## src/rtl/core/odpq_pkg.sv

```systemverilog
// ----------------------------------------------------------------------------
// odpq_pkg
// Shared types, constants and helper functions for the ordered dither
// palette quantizer.
// ----------------------------------------------------------------------------
package odpq_pkg;

    // palette geometry
    localparam int PALETTE_SIZE = 8;
    localparam int PAIR_COUNT   = PALETTE_SIZE / 2;
    localparam int IDX_W        = 3;
    localparam int DIST_W       = 18;
    localparam int CFG_IDX_W    = 3;
    localparam int CFG_DATA_W   = 48;

    // largest squared distance, 3 * 255 * 255
    localparam logic [DIST_W-1:0] MAX_DIST = DIST_W'(3 * 255 * 255);

    // configuration register indexes
    localparam logic [CFG_IDX_W-1:0] REG_PAIR_0    = 3'd0;
    localparam logic [CFG_IDX_W-1:0] REG_PAIR_1    = 3'd1;
    localparam logic [CFG_IDX_W-1:0] REG_PAIR_2    = 3'd2;
    localparam logic [CFG_IDX_W-1:0] REG_PAIR_3    = 3'd3;
    localparam logic [CFG_IDX_W-1:0] REG_COUNT     = 3'd4;
    localparam logic [CFG_IDX_W-1:0] REG_DITHER_EN = 3'd5;

    // all four palette pairs, pair k holds entries 2k and 2k+1
    typedef logic [PAIR_COUNT-1:0][CFG_DATA_W-1:0] t_pal;

    // one search candidate
    typedef struct packed {
        logic              ok;
        logic [DIST_W-1:0] dsq;
        logic [IDX_W-1:0]  idx;
    } t_cand;

    // floor(M/32) of the 4x4 bayer matrix, row-major by phase
    function automatic logic signed [3:0] dither_ofs(input logic [1:0] row,
                                                     input logic [1:0] col);
        logic signed [3:0] ofs;
        ofs = 4'sd0;
        case ({row, col})
            4'd0:    ofs = -4'sd4;
            4'd1:    ofs = 4'sd0;
            4'd2:    ofs = -4'sd3;
            4'd3:    ofs = 4'sd1;
            4'd4:    ofs = 4'sd2;
            4'd5:    ofs = -4'sd2;
            4'd6:    ofs = 4'sd3;
            4'd7:    ofs = -4'sd1;
            4'd8:    ofs = -4'sd2;
            4'd9:    ofs = 4'sd2;
            4'd10:   ofs = -4'sd3;
            4'd11:   ofs = 4'sd1;
            4'd12:   ofs = 4'sd4;
            4'd13:   ofs = 4'sd0;
            4'd14:   ofs = 4'sd3;
            4'd15:   ofs = -4'sd1;
            default: ofs = 4'sd0;
        endcase
        return ofs;
    endfunction

    // channel plus offset, clamped to 0..255
    function automatic logic [7:0] add_clamp(input logic [7:0] chan,
                                             input logic signed [3:0] ofs);
        logic signed [9:0] sum;
        logic [7:0]        res;
        sum = $signed({2'b00, chan}) + 10'(ofs);
        if (sum < 0) begin
            res = 8'd0;
        end else if (sum > 10'sd255) begin
            res = 8'd255;
        end else begin
            res = sum[7:0];
        end
        return res;
    endfunction

    // 24-bit rgb of one palette entry
    function automatic logic [23:0] entry_rgb(input t_pal pal,
                                              input logic [IDX_W-1:0] idx);
        logic [CFG_DATA_W-1:0] pair;
        pair = pal[idx[IDX_W-1:1]];
        return idx[0] ? pair[47:24] : pair[23:0];
    endfunction

    // keep a (lower index) unless b is valid and a is not, or b is strictly nearer
    function automatic t_cand pick(input t_cand a, input t_cand b);
        return (b.ok && (!a.ok || b.dsq < a.dsq)) ? b : a;
    endfunction

endpackage

```

## src/rtl/core/ordered_dither_palette_quantizer_unit.sv

```systemverilog
// ----------------------------------------------------------------------------
// ordered_dither_palette_quantizer_unit
// Ordered 4x4 bayer dither followed by a nearest-color search over an
// eight-entry rgb palette.
// ----------------------------------------------------------------------------
// Five-stage pipeline: one request enters per clock unless the output stalls,
// so the sustained rate is one pixel per clock. Stage 1 applies the dither
// offset and clamp, stage 2 squares the per-channel differences against all
// eight entries, stage 3 sums them, stages 4 and 5 run the lowest-index-wins
// compare tree and form the output word. A stall on the output freezes the
// whole pipeline; bubbles are not squeezed out. The palette, count and dither
// enable must only be rewritten while the pipeline is empty.
module ordered_dither_palette_quantizer_unit (
    input  logic                           i_clk,
    input  logic                           i_rst_n,
    // configuration write port
    input  logic                           i_cfg_we,
    input  logic [odpq_pkg::CFG_IDX_W-1:0] i_cfg_idx,
    input  logic [odpq_pkg::CFG_DATA_W-1:0] i_cfg_data,
    // input requests
    input  logic                           i_in_valid,
    output logic                           o_in_ready,
    input  logic [31:0]                    i_pixel_in,
    input  logic [1:0]                     i_col_phase,
    input  logic [1:0]                     i_row_phase,
    // result requests
    output logic                           o_out_valid,
    input  logic                           i_out_ready,
    output logic [31:0]                    o_pixel_out,
    output logic [odpq_pkg::IDX_W-1:0]     o_palette_index
);
    import odpq_pkg::*;

    // configuration registers
    t_pal        r_pal;
    logic [3:0]  r_count;
    logic        r_dith_en;

    // pipeline valid bits
    logic r_v1, r_v2, r_v3, r_v4, r_v5;
    logic n_adv;

    // stage payloads
    logic [7:0]  r_s1_r, r_s1_g, r_s1_b;
    logic        r_s1_zero;
    logic [PALETTE_SIZE-1:0][2:0][15:0] r_s2_sq;
    logic        r_s2_zero;
    t_cand [PALETTE_SIZE-1:0] r_s3_cand;
    logic        r_s3_zero;
    t_cand [PALETTE_SIZE/2-1:0] r_s4_cand;
    logic        r_s4_zero;
    logic [31:0]      r_pixel_out;
    logic [IDX_W-1:0] r_index;

    // combinational next values
    logic signed [3:0] n_ofs;
    logic [7:0]        n_r, n_g, n_b;
    logic [PALETTE_SIZE-1:0][2:0][15:0] n_sq;
    logic [3:0]        n_lim;
    t_cand [PALETTE_SIZE-1:0]   n_cand;
    t_cand [PALETTE_SIZE/2-1:0] n_half;
    t_cand             n_best;
    logic [23:0]       n_rgb;

    // pipeline moves whenever the output register is free or being taken
    assign n_adv       = !r_v5 || i_out_ready;
    assign o_in_ready  = n_adv;
    assign o_out_valid = r_v5;
    assign o_pixel_out = r_pixel_out;
    assign o_palette_index = r_index;

    // configuration writes, unknown indexes ignored
    always_ff @(posedge i_clk) begin
        if (!i_rst_n) begin
            r_pal     <= '0;
            r_count   <= 4'd1;
            r_dith_en <= 1'b1;
        end else if (i_cfg_we) begin
            case (i_cfg_idx)
                REG_PAIR_0:    r_pal[0] <= i_cfg_data;
                REG_PAIR_1:    r_pal[1] <= i_cfg_data;
                REG_PAIR_2:    r_pal[2] <= i_cfg_data;
                REG_PAIR_3:    r_pal[3] <= i_cfg_data;
                REG_COUNT:     r_count <= i_cfg_data[3:0];
                REG_DITHER_EN: r_dith_en <= i_cfg_data[0];
                default:       ;
            endcase
        end
    end

    // valid bits travel with the data
    always_ff @(posedge i_clk) begin
        if (!i_rst_n) begin
            r_v1 <= 1'b0;
            r_v2 <= 1'b0;
            r_v3 <= 1'b0;
            r_v4 <= 1'b0;
            r_v5 <= 1'b0;
        end else if (n_adv) begin
            r_v1 <= i_in_valid;
            r_v2 <= r_v1;
            r_v3 <= r_v2;
            r_v4 <= r_v3;
            r_v5 <= r_v4;
        end
    end

    // stage 1: dither offset and clamp
    always_comb begin
        n_ofs = dither_ofs(i_row_phase, i_col_phase);
        if (r_dith_en) begin
            n_r = add_clamp(i_pixel_in[31:24], n_ofs);
            n_g = add_clamp(i_pixel_in[23:16], n_ofs);
            n_b = add_clamp(i_pixel_in[15:8], n_ofs);
        end else begin
            n_r = i_pixel_in[31:24];
            n_g = i_pixel_in[23:16];
            n_b = i_pixel_in[15:8];
        end
    end

    // stage 2: squared channel differences against every entry
    always_comb begin
        logic [23:0] c;
        logic [7:0]  dr, dg, db;
        for (int i = 0; i < PALETTE_SIZE; i++) begin
            c  = entry_rgb(r_pal, IDX_W'(i));
            dr = (c[23:16] > r_s1_r) ? c[23:16] - r_s1_r : r_s1_r - c[23:16];
            dg = (c[15:8] > r_s1_g) ? c[15:8] - r_s1_g : r_s1_g - c[15:8];
            db = (c[7:0] > r_s1_b) ? c[7:0] - r_s1_b : r_s1_b - c[7:0];
            n_sq[i][0] = 16'(dr) * 16'(dr);
            n_sq[i][1] = 16'(dg) * 16'(dg);
            n_sq[i][2] = 16'(db) * 16'(db);
        end
    end

    // stage 3: distance sums, in-range and below-bound check
    always_comb begin
        n_lim = (r_count > 4'(PALETTE_SIZE)) ? 4'(PALETTE_SIZE) : r_count;
        for (int i = 0; i < PALETTE_SIZE; i++) begin
            n_cand[i].dsq  = DIST_W'(r_s2_sq[i][0]) + DIST_W'(r_s2_sq[i][1])
                           + DIST_W'(r_s2_sq[i][2]);
            n_cand[i].idx  = IDX_W'(i);
            n_cand[i].ok   = (4'(i) < n_lim) && (n_cand[i].dsq < MAX_DIST);
        end
    end

    // stage 4: first tree level, eight to four
    always_comb begin
        for (int i = 0; i < PALETTE_SIZE / 2; i++) begin
            n_half[i] = pick(r_s3_cand[2*i], r_s3_cand[2*i+1]);
        end
    end

    // stage 5: last two levels and output word
    always_comb begin
        n_best = pick(pick(r_s4_cand[0], r_s4_cand[1]),
                      pick(r_s4_cand[2], r_s4_cand[3]));
        if (!n_best.ok) begin
            n_best.idx = '0;
        end
        n_rgb = entry_rgb(r_pal, n_best.idx);
    end

    // pipeline payload registers
    always_ff @(posedge i_clk) begin
        if (n_adv) begin
            r_s1_r    <= n_r;
            r_s1_g    <= n_g;
            r_s1_b    <= n_b;
            r_s1_zero <= (i_pixel_in == 32'd0);
            r_s2_sq   <= n_sq;
            r_s2_zero <= r_s1_zero;
            r_s3_cand <= n_cand;
            r_s3_zero <= r_s2_zero;
            r_s4_cand <= n_half;
            r_s4_zero <= r_s3_zero;
            if (r_s4_zero) begin
                r_pixel_out <= 32'd0;
                r_index     <= '0;
            end else begin
                r_pixel_out <= {n_rgb, 8'hFF};
                r_index     <= n_best.idx;
            end
        end
    end

`ifndef ASSERT_OFF
    // a zero alpha only comes from a zero pixel, which maps to index 0
    a_zero_pixel: assert property (@(posedge i_clk) disable iff (!i_rst_n)
        (r_v5 && r_pixel_out[7:0] != 8'hFF) |-> (r_pixel_out == 32'd0 && r_index == '0))
        else $error("zero pixel result malformed");

    // a chosen index lies within the palette count, else falls back to 0
    a_index_range: assert property (@(posedge i_clk) disable iff (!i_rst_n)
        (r_v5 && r_pixel_out != 32'd0) |-> (r_index == '0 || {1'b0, r_index} < r_count))
        else $error("palette index beyond count");

    // a held result is not dropped while the output stalls
    a_hold_result: assert property (@(posedge i_clk) disable iff (!i_rst_n)
        (r_v5 && !i_out_ready) |=> (r_v5 && $stable(r_pixel_out) && $stable(r_index)))
        else $error("stalled result changed");

    // the pipeline freezes as a whole under stall
    a_freeze: assert property (@(posedge i_clk) disable iff (!i_rst_n)
        !n_adv |=> ($stable(r_v1) && $stable(r_v4) && $stable(r_s4_zero)))
        else $error("pipeline moved during stall");
`endif

endmodule

```

## config.mk

```make
export PLATFORM = sky130hd
export DESIGN_NAME = ordered_dither_palette_quantizer_unit
export DESIGN_NICKNAME = d
export VERILOG_FILES = /design/src/rtl/core/odpq_pkg.sv /design/src/rtl/core/ordered_dither_palette_quantizer_unit.sv
export SDC_FILE = /design/constraint.sdc
export NUM_CORES = 2
export LEC_CHECK = 0
export BUFFER_PORTS_ARGS = -buffer_cell sky130_fd_sc_hd__buf_4
export CAP_MARGIN = 25
export CORE_MARGIN = 3
export CORE_UTILIZATION = 40
export DETAILED_ROUTE_END_ITERATION = 12
export PLACE_DENSITY = 0.63
export SETUP_SLACK_MARGIN = 0.1
export SLEW_MARGIN = 20
export SYNTH_ARGS = -nofsm -noshare
export SYNTH_HDL_FRONTEND = slang
export SYNTH_SLANG_ARGS = --single-unit
```

## constraint.sdc

```tcl
create_clock -name i_clk -period 61.9 [get_ports i_clk]
set_input_delay 9.285 -clock i_clk [delete_from_list [all_inputs] [get_ports i_clk]]
set_output_delay 9.285 -clock i_clk [all_outputs]
set_load 0.02 [all_outputs]
```

==> results.txt <==
Status: finished clean
Startpoint type of the worst setup path: input pin
Area grow syn2layout: 9.09%
Post-CTS setup buffer count: 0
Worst reg2reg setup slack: 53.13 ns
Clock latency at the later pin of the worst-skew pair: 0.76 ns
Number of DRC violations after detailed-routing iteration 0: 4991
Cell area reported after detailed placement: 99400 um^2
Final Hold Vio Count: 0
Cts bufs inserted: 97
Fmax: 51.7 MHz
Library cell with the highest instance count after synthesis: sky130_fd_sc_hd__inv_1
Detail Placement HPWL: 215000 um
Category of the worst setup path capture point: primary output
Area of the placeable core: 234000 um^2
Post-synthesis instance total: 9823
Startpoint-to-endpoint class of the critical path: in -> out
Time the final worst path needs with I/O delays and setup: 19.34 ns
Total global-route track usage: 0.219
Initial antenna violation count: 21
Largest net degree at the start of global routing: 103
Drt via density: 5.31
Aggregate negative setup slack: 0 ns
Largest cells by area after synthesis: sky130_fd_sc_hd__edfxtp_1 21%, sky130_fd_sc_hd__ha_1 18%, sky130_fd_sc_hd__fa_1 17%
Inst Count DP: 13.0k
WP buf/inv: 2
Count of vias placed by the detailed router: 70.3k
Synthesized area per cell: 9.60 um^2
Post-synth EDFFs: 648
Critical path fanouts, max: 11
Async set-reset flop share out of synthesis: 0
Largest area contributor in the netlist: sky130_fd_sc_hd__edfxtp_1
Sequential fraction of the synthesis area: 0.249
Floorplan die area: 242000 um^2
Setup repair after global routing missed its margin: false
I/O pin total: 129
Layout net count: 12.2k
Rel. slew slack: 0.152
Top_reg_cell synth: sky130_fd_sc_hd__edfxtp_1
Proportion of layout cells with a drive suffix above 1: 0.0738
Number of warnings printed during yosys synthesis: 0
Fin worst setup slack: 42.56 ns
DRC violation count after routing: 0
Flops & latches, synth: 850
Number of nets with antenna violations after routing: 0
Cell-by-cell listing of the critical path: buf_4, nand2b_4, buf_4
Place WS: 42.58 ns
Initial core utilization: 0.404
Clk sink count: 850
Chip Height: 492 um
FP Rows: 177
Number of library cell types mapped by synthesis: 115
Final Routed Wirelength: 267000 um
Final clock period utilization by the worst path: 0.312
Required time reported for the critical path endpoint: 52.61 ns
Cell family contributing the most delay on the critical path: buffers and inverters
CTS Root Buffer Type: sky130_fd_sc_hd__clkbuf_16
Setup violations, final: 0
Number of cells upsized or downsized after cts: 0
Arrival time of data at the critical path endpoint: 10.06 ns
Number of filler instances in the final layout: 22.2k
Wire length of the first global-routing pass: 410000 um
Grt ovf: 0
Top post-synthesis cells by count: 1631 x sky130_fd_sc_hd__inv_1, 1338 x sky130_fd_sc_hd__ha_1, 1033 x sky130_fd_sc_hd__nor2_1
Clock slew at reported path FFs: 0.06 ns
Area fraction of the dominant cell type after synthesis: 0.206
Max-slew violation count: 0
Die W: 492 um
Worst slew pin tran: 1.26 ns
WL/cell: 20.1 um
Number of global-route vias before repair: 70.9k
Summed instance area of the synthesized netlist: 94300 um^2
Weighted congestion at the end of routability-driven global placement: 0.985
Port Buffer Count: 128
Largest buffer count on any clock path: 3
Summed area of non-filler cells in the final layout: 103000 um^2
Pre-antenna DRT Iters: 6
Max stage delay cell, worst path: sky130_fd_sc_hd__nand2b_4
Count of hold buffers inserted by post-cts repair: 0
TritonCTS clock tree: yes
Maximum level of the CTS H-tree: 3
Worst Skew: 0.0519 ns
Type of the most critical hold path: reg -> reg
Final Non-Filler Cells: 13.2k
Slowest Stage Delay on Critical Path: 0.30 ns
Max Cap Violations: 0
Dominant cell type by count on the critical path: sky130_fd_sc_hd__buf_4
[path summary, 6_finish.rpt]
| check | startpoint | endpoint | cells past startpoint |
|---|---|---|---|
| setup / recovery | i_out_ready | o_in_ready | 3 |
| hold / removal | r_s2_zero | r_s3_zero | 0 |
| setup reg to reg | r_s1_g[4] | r_s2_sq[31] | 26 |
| hold reg to reg | r_s2_zero | r_s3_zero | 0 |
[cells by family after synthesis]
group | after synthesis | share of synthesized area
flip-flops | 850 | 0.249
other | 2 | 0.0000796
multiplexers | 332 | 0.0372
adder cells (fa/ha/maj) | 2117 | 0.343
AO/OA/AOI/OAI | 1707 | 0.124
buffers and inverters | 1827 | 0.0741
XOR/XNOR | 646 | 0.0611
AND/OR/NAND/NOR | 2342 | 0.111
[through the flow]
| step | hold WS [ns] | utilization |
|---|---|---|
| 6_report | 0.423 | 0.440 |
| 3_5_place_dp | 0.406 | 0.425 |
| 5_1_grt | 0.432 | 0.440 |
| 4_1_cts | 0.427 | 0.439 |
| 2_1_floorplan | 0.400 | - |
| 3_3_place_gp | 0.400 | 0.425 |
[cell type report]
cell class / count / area, um^2 / share of cell area
Multi-Input combinational cell: 7168 / 64000 / 0.622
Sequential cell: 850 / 23500 / 0.228
Inverter: 1632 / 6130 / 0.0595
Tap cell: 3132 / 3920 / 0.0381
Clock buffer: 112 / 2500 / 0.0243
Timing Repair Buffer: 264 / 2030 / 0.0198
Clock inverter: 68 / 712 / 0.00692
Antenna cell: 18 / 45.0 / 0.000438
[worst reg2reg max path: stages (launching register included)]
cell                        delay, ns
sky130_fd_sc_hd__edfxtp_1        0.32
sky130_fd_sc_hd__buf_4           0.39
sky130_fd_sc_hd__inv_1           0.65
sky130_fd_sc_hd__ha_1            0.47
sky130_fd_sc_hd__a2111oi_0       0.42
sky130_fd_sc_hd__o21ai_1         0.15
sky130_fd_sc_hd__and2_1          0.37
sky130_fd_sc_hd__mux2_2          0.38
sky130_fd_sc_hd__a211oi_1        0.46
sky130_fd_sc_hd__o211ai_1        0.20
sky130_fd_sc_hd__xnor2_2         0.59
sky130_fd_sc_hd__nor2_1          0.22
sky130_fd_sc_hd__fa_1            0.54
sky130_fd_sc_hd__fa_1            0.54
sky130_fd_sc_hd__inv_1           0.06
sky130_fd_sc_hd__fa_1            0.51
sky130_fd_sc_hd__fa_1            0.55
sky130_fd_sc_hd__inv_1           0.05
sky130_fd_sc_hd__ha_1            0.33
sky130_fd_sc_hd__o21a_1          0.19
sky130_fd_sc_hd__a21o_1          0.17
sky130_fd_sc_hd__a21o_1          0.19
sky130_fd_sc_hd__a21o_1          0.18
sky130_fd_sc_hd__a21oi_1         0.23
sky130_fd_sc_hd__o21bai_1        0.10
sky130_fd_sc_hd__a21oi_1         0.17
sky130_fd_sc_hd__xnor2_1         0.10
[routing by layer]
layer  part of all wire  vias to the layer above  track usage  routed length (um)
met3              0.059                      477       0.0280               15600
met2               0.46                     2035        0.356              124000
met4              0.063                        0        0.128               16900
met5                  0                        -            0                   0
met1               0.41                    34400        0.279              111000
li1                   -                    33400            -                   -
[layout by cell type (no fill, tap or decap), types with 182 or more instances in the layout]
cell,instances
sky130_fd_sc_hd__fa_1,779
sky130_fd_sc_hd__a21oi_1,381
sky130_fd_sc_hd__inv_1,1631
sky130_fd_sc_hd__dfxtp_1,202
sky130_fd_sc_hd__ha_1,1338
sky130_fd_sc_hd__edfxtp_1,648
sky130_fd_sc_hd__buf_4,250
sky130_fd_sc_hd__mux2i_1,182
sky130_fd_sc_hd__nand2_1,590
sky130_fd_sc_hd__nor2_1,1032
sky130_fd_sc_hd__a21boi_0,213
sky130_fd_sc_hd__o21ai_0,225
sky130_fd_sc_hd__xnor2_1,479
[registers in the layout (all words and copies together) (netlist names), 3 cells and up]
name,count
r_s4_cand,80
o_pixel_out,25
r_count,4
o_palette_index,3
r_s1_g,8
r_pal,192
r_s3_cand,152
r_s1_b,8
r_s2_sq,360
r_s1_r,8
Power is left out: the tool's default activity adds up to more than one toggle a clock period on the data nets, which glitch-free logic cannot reach.
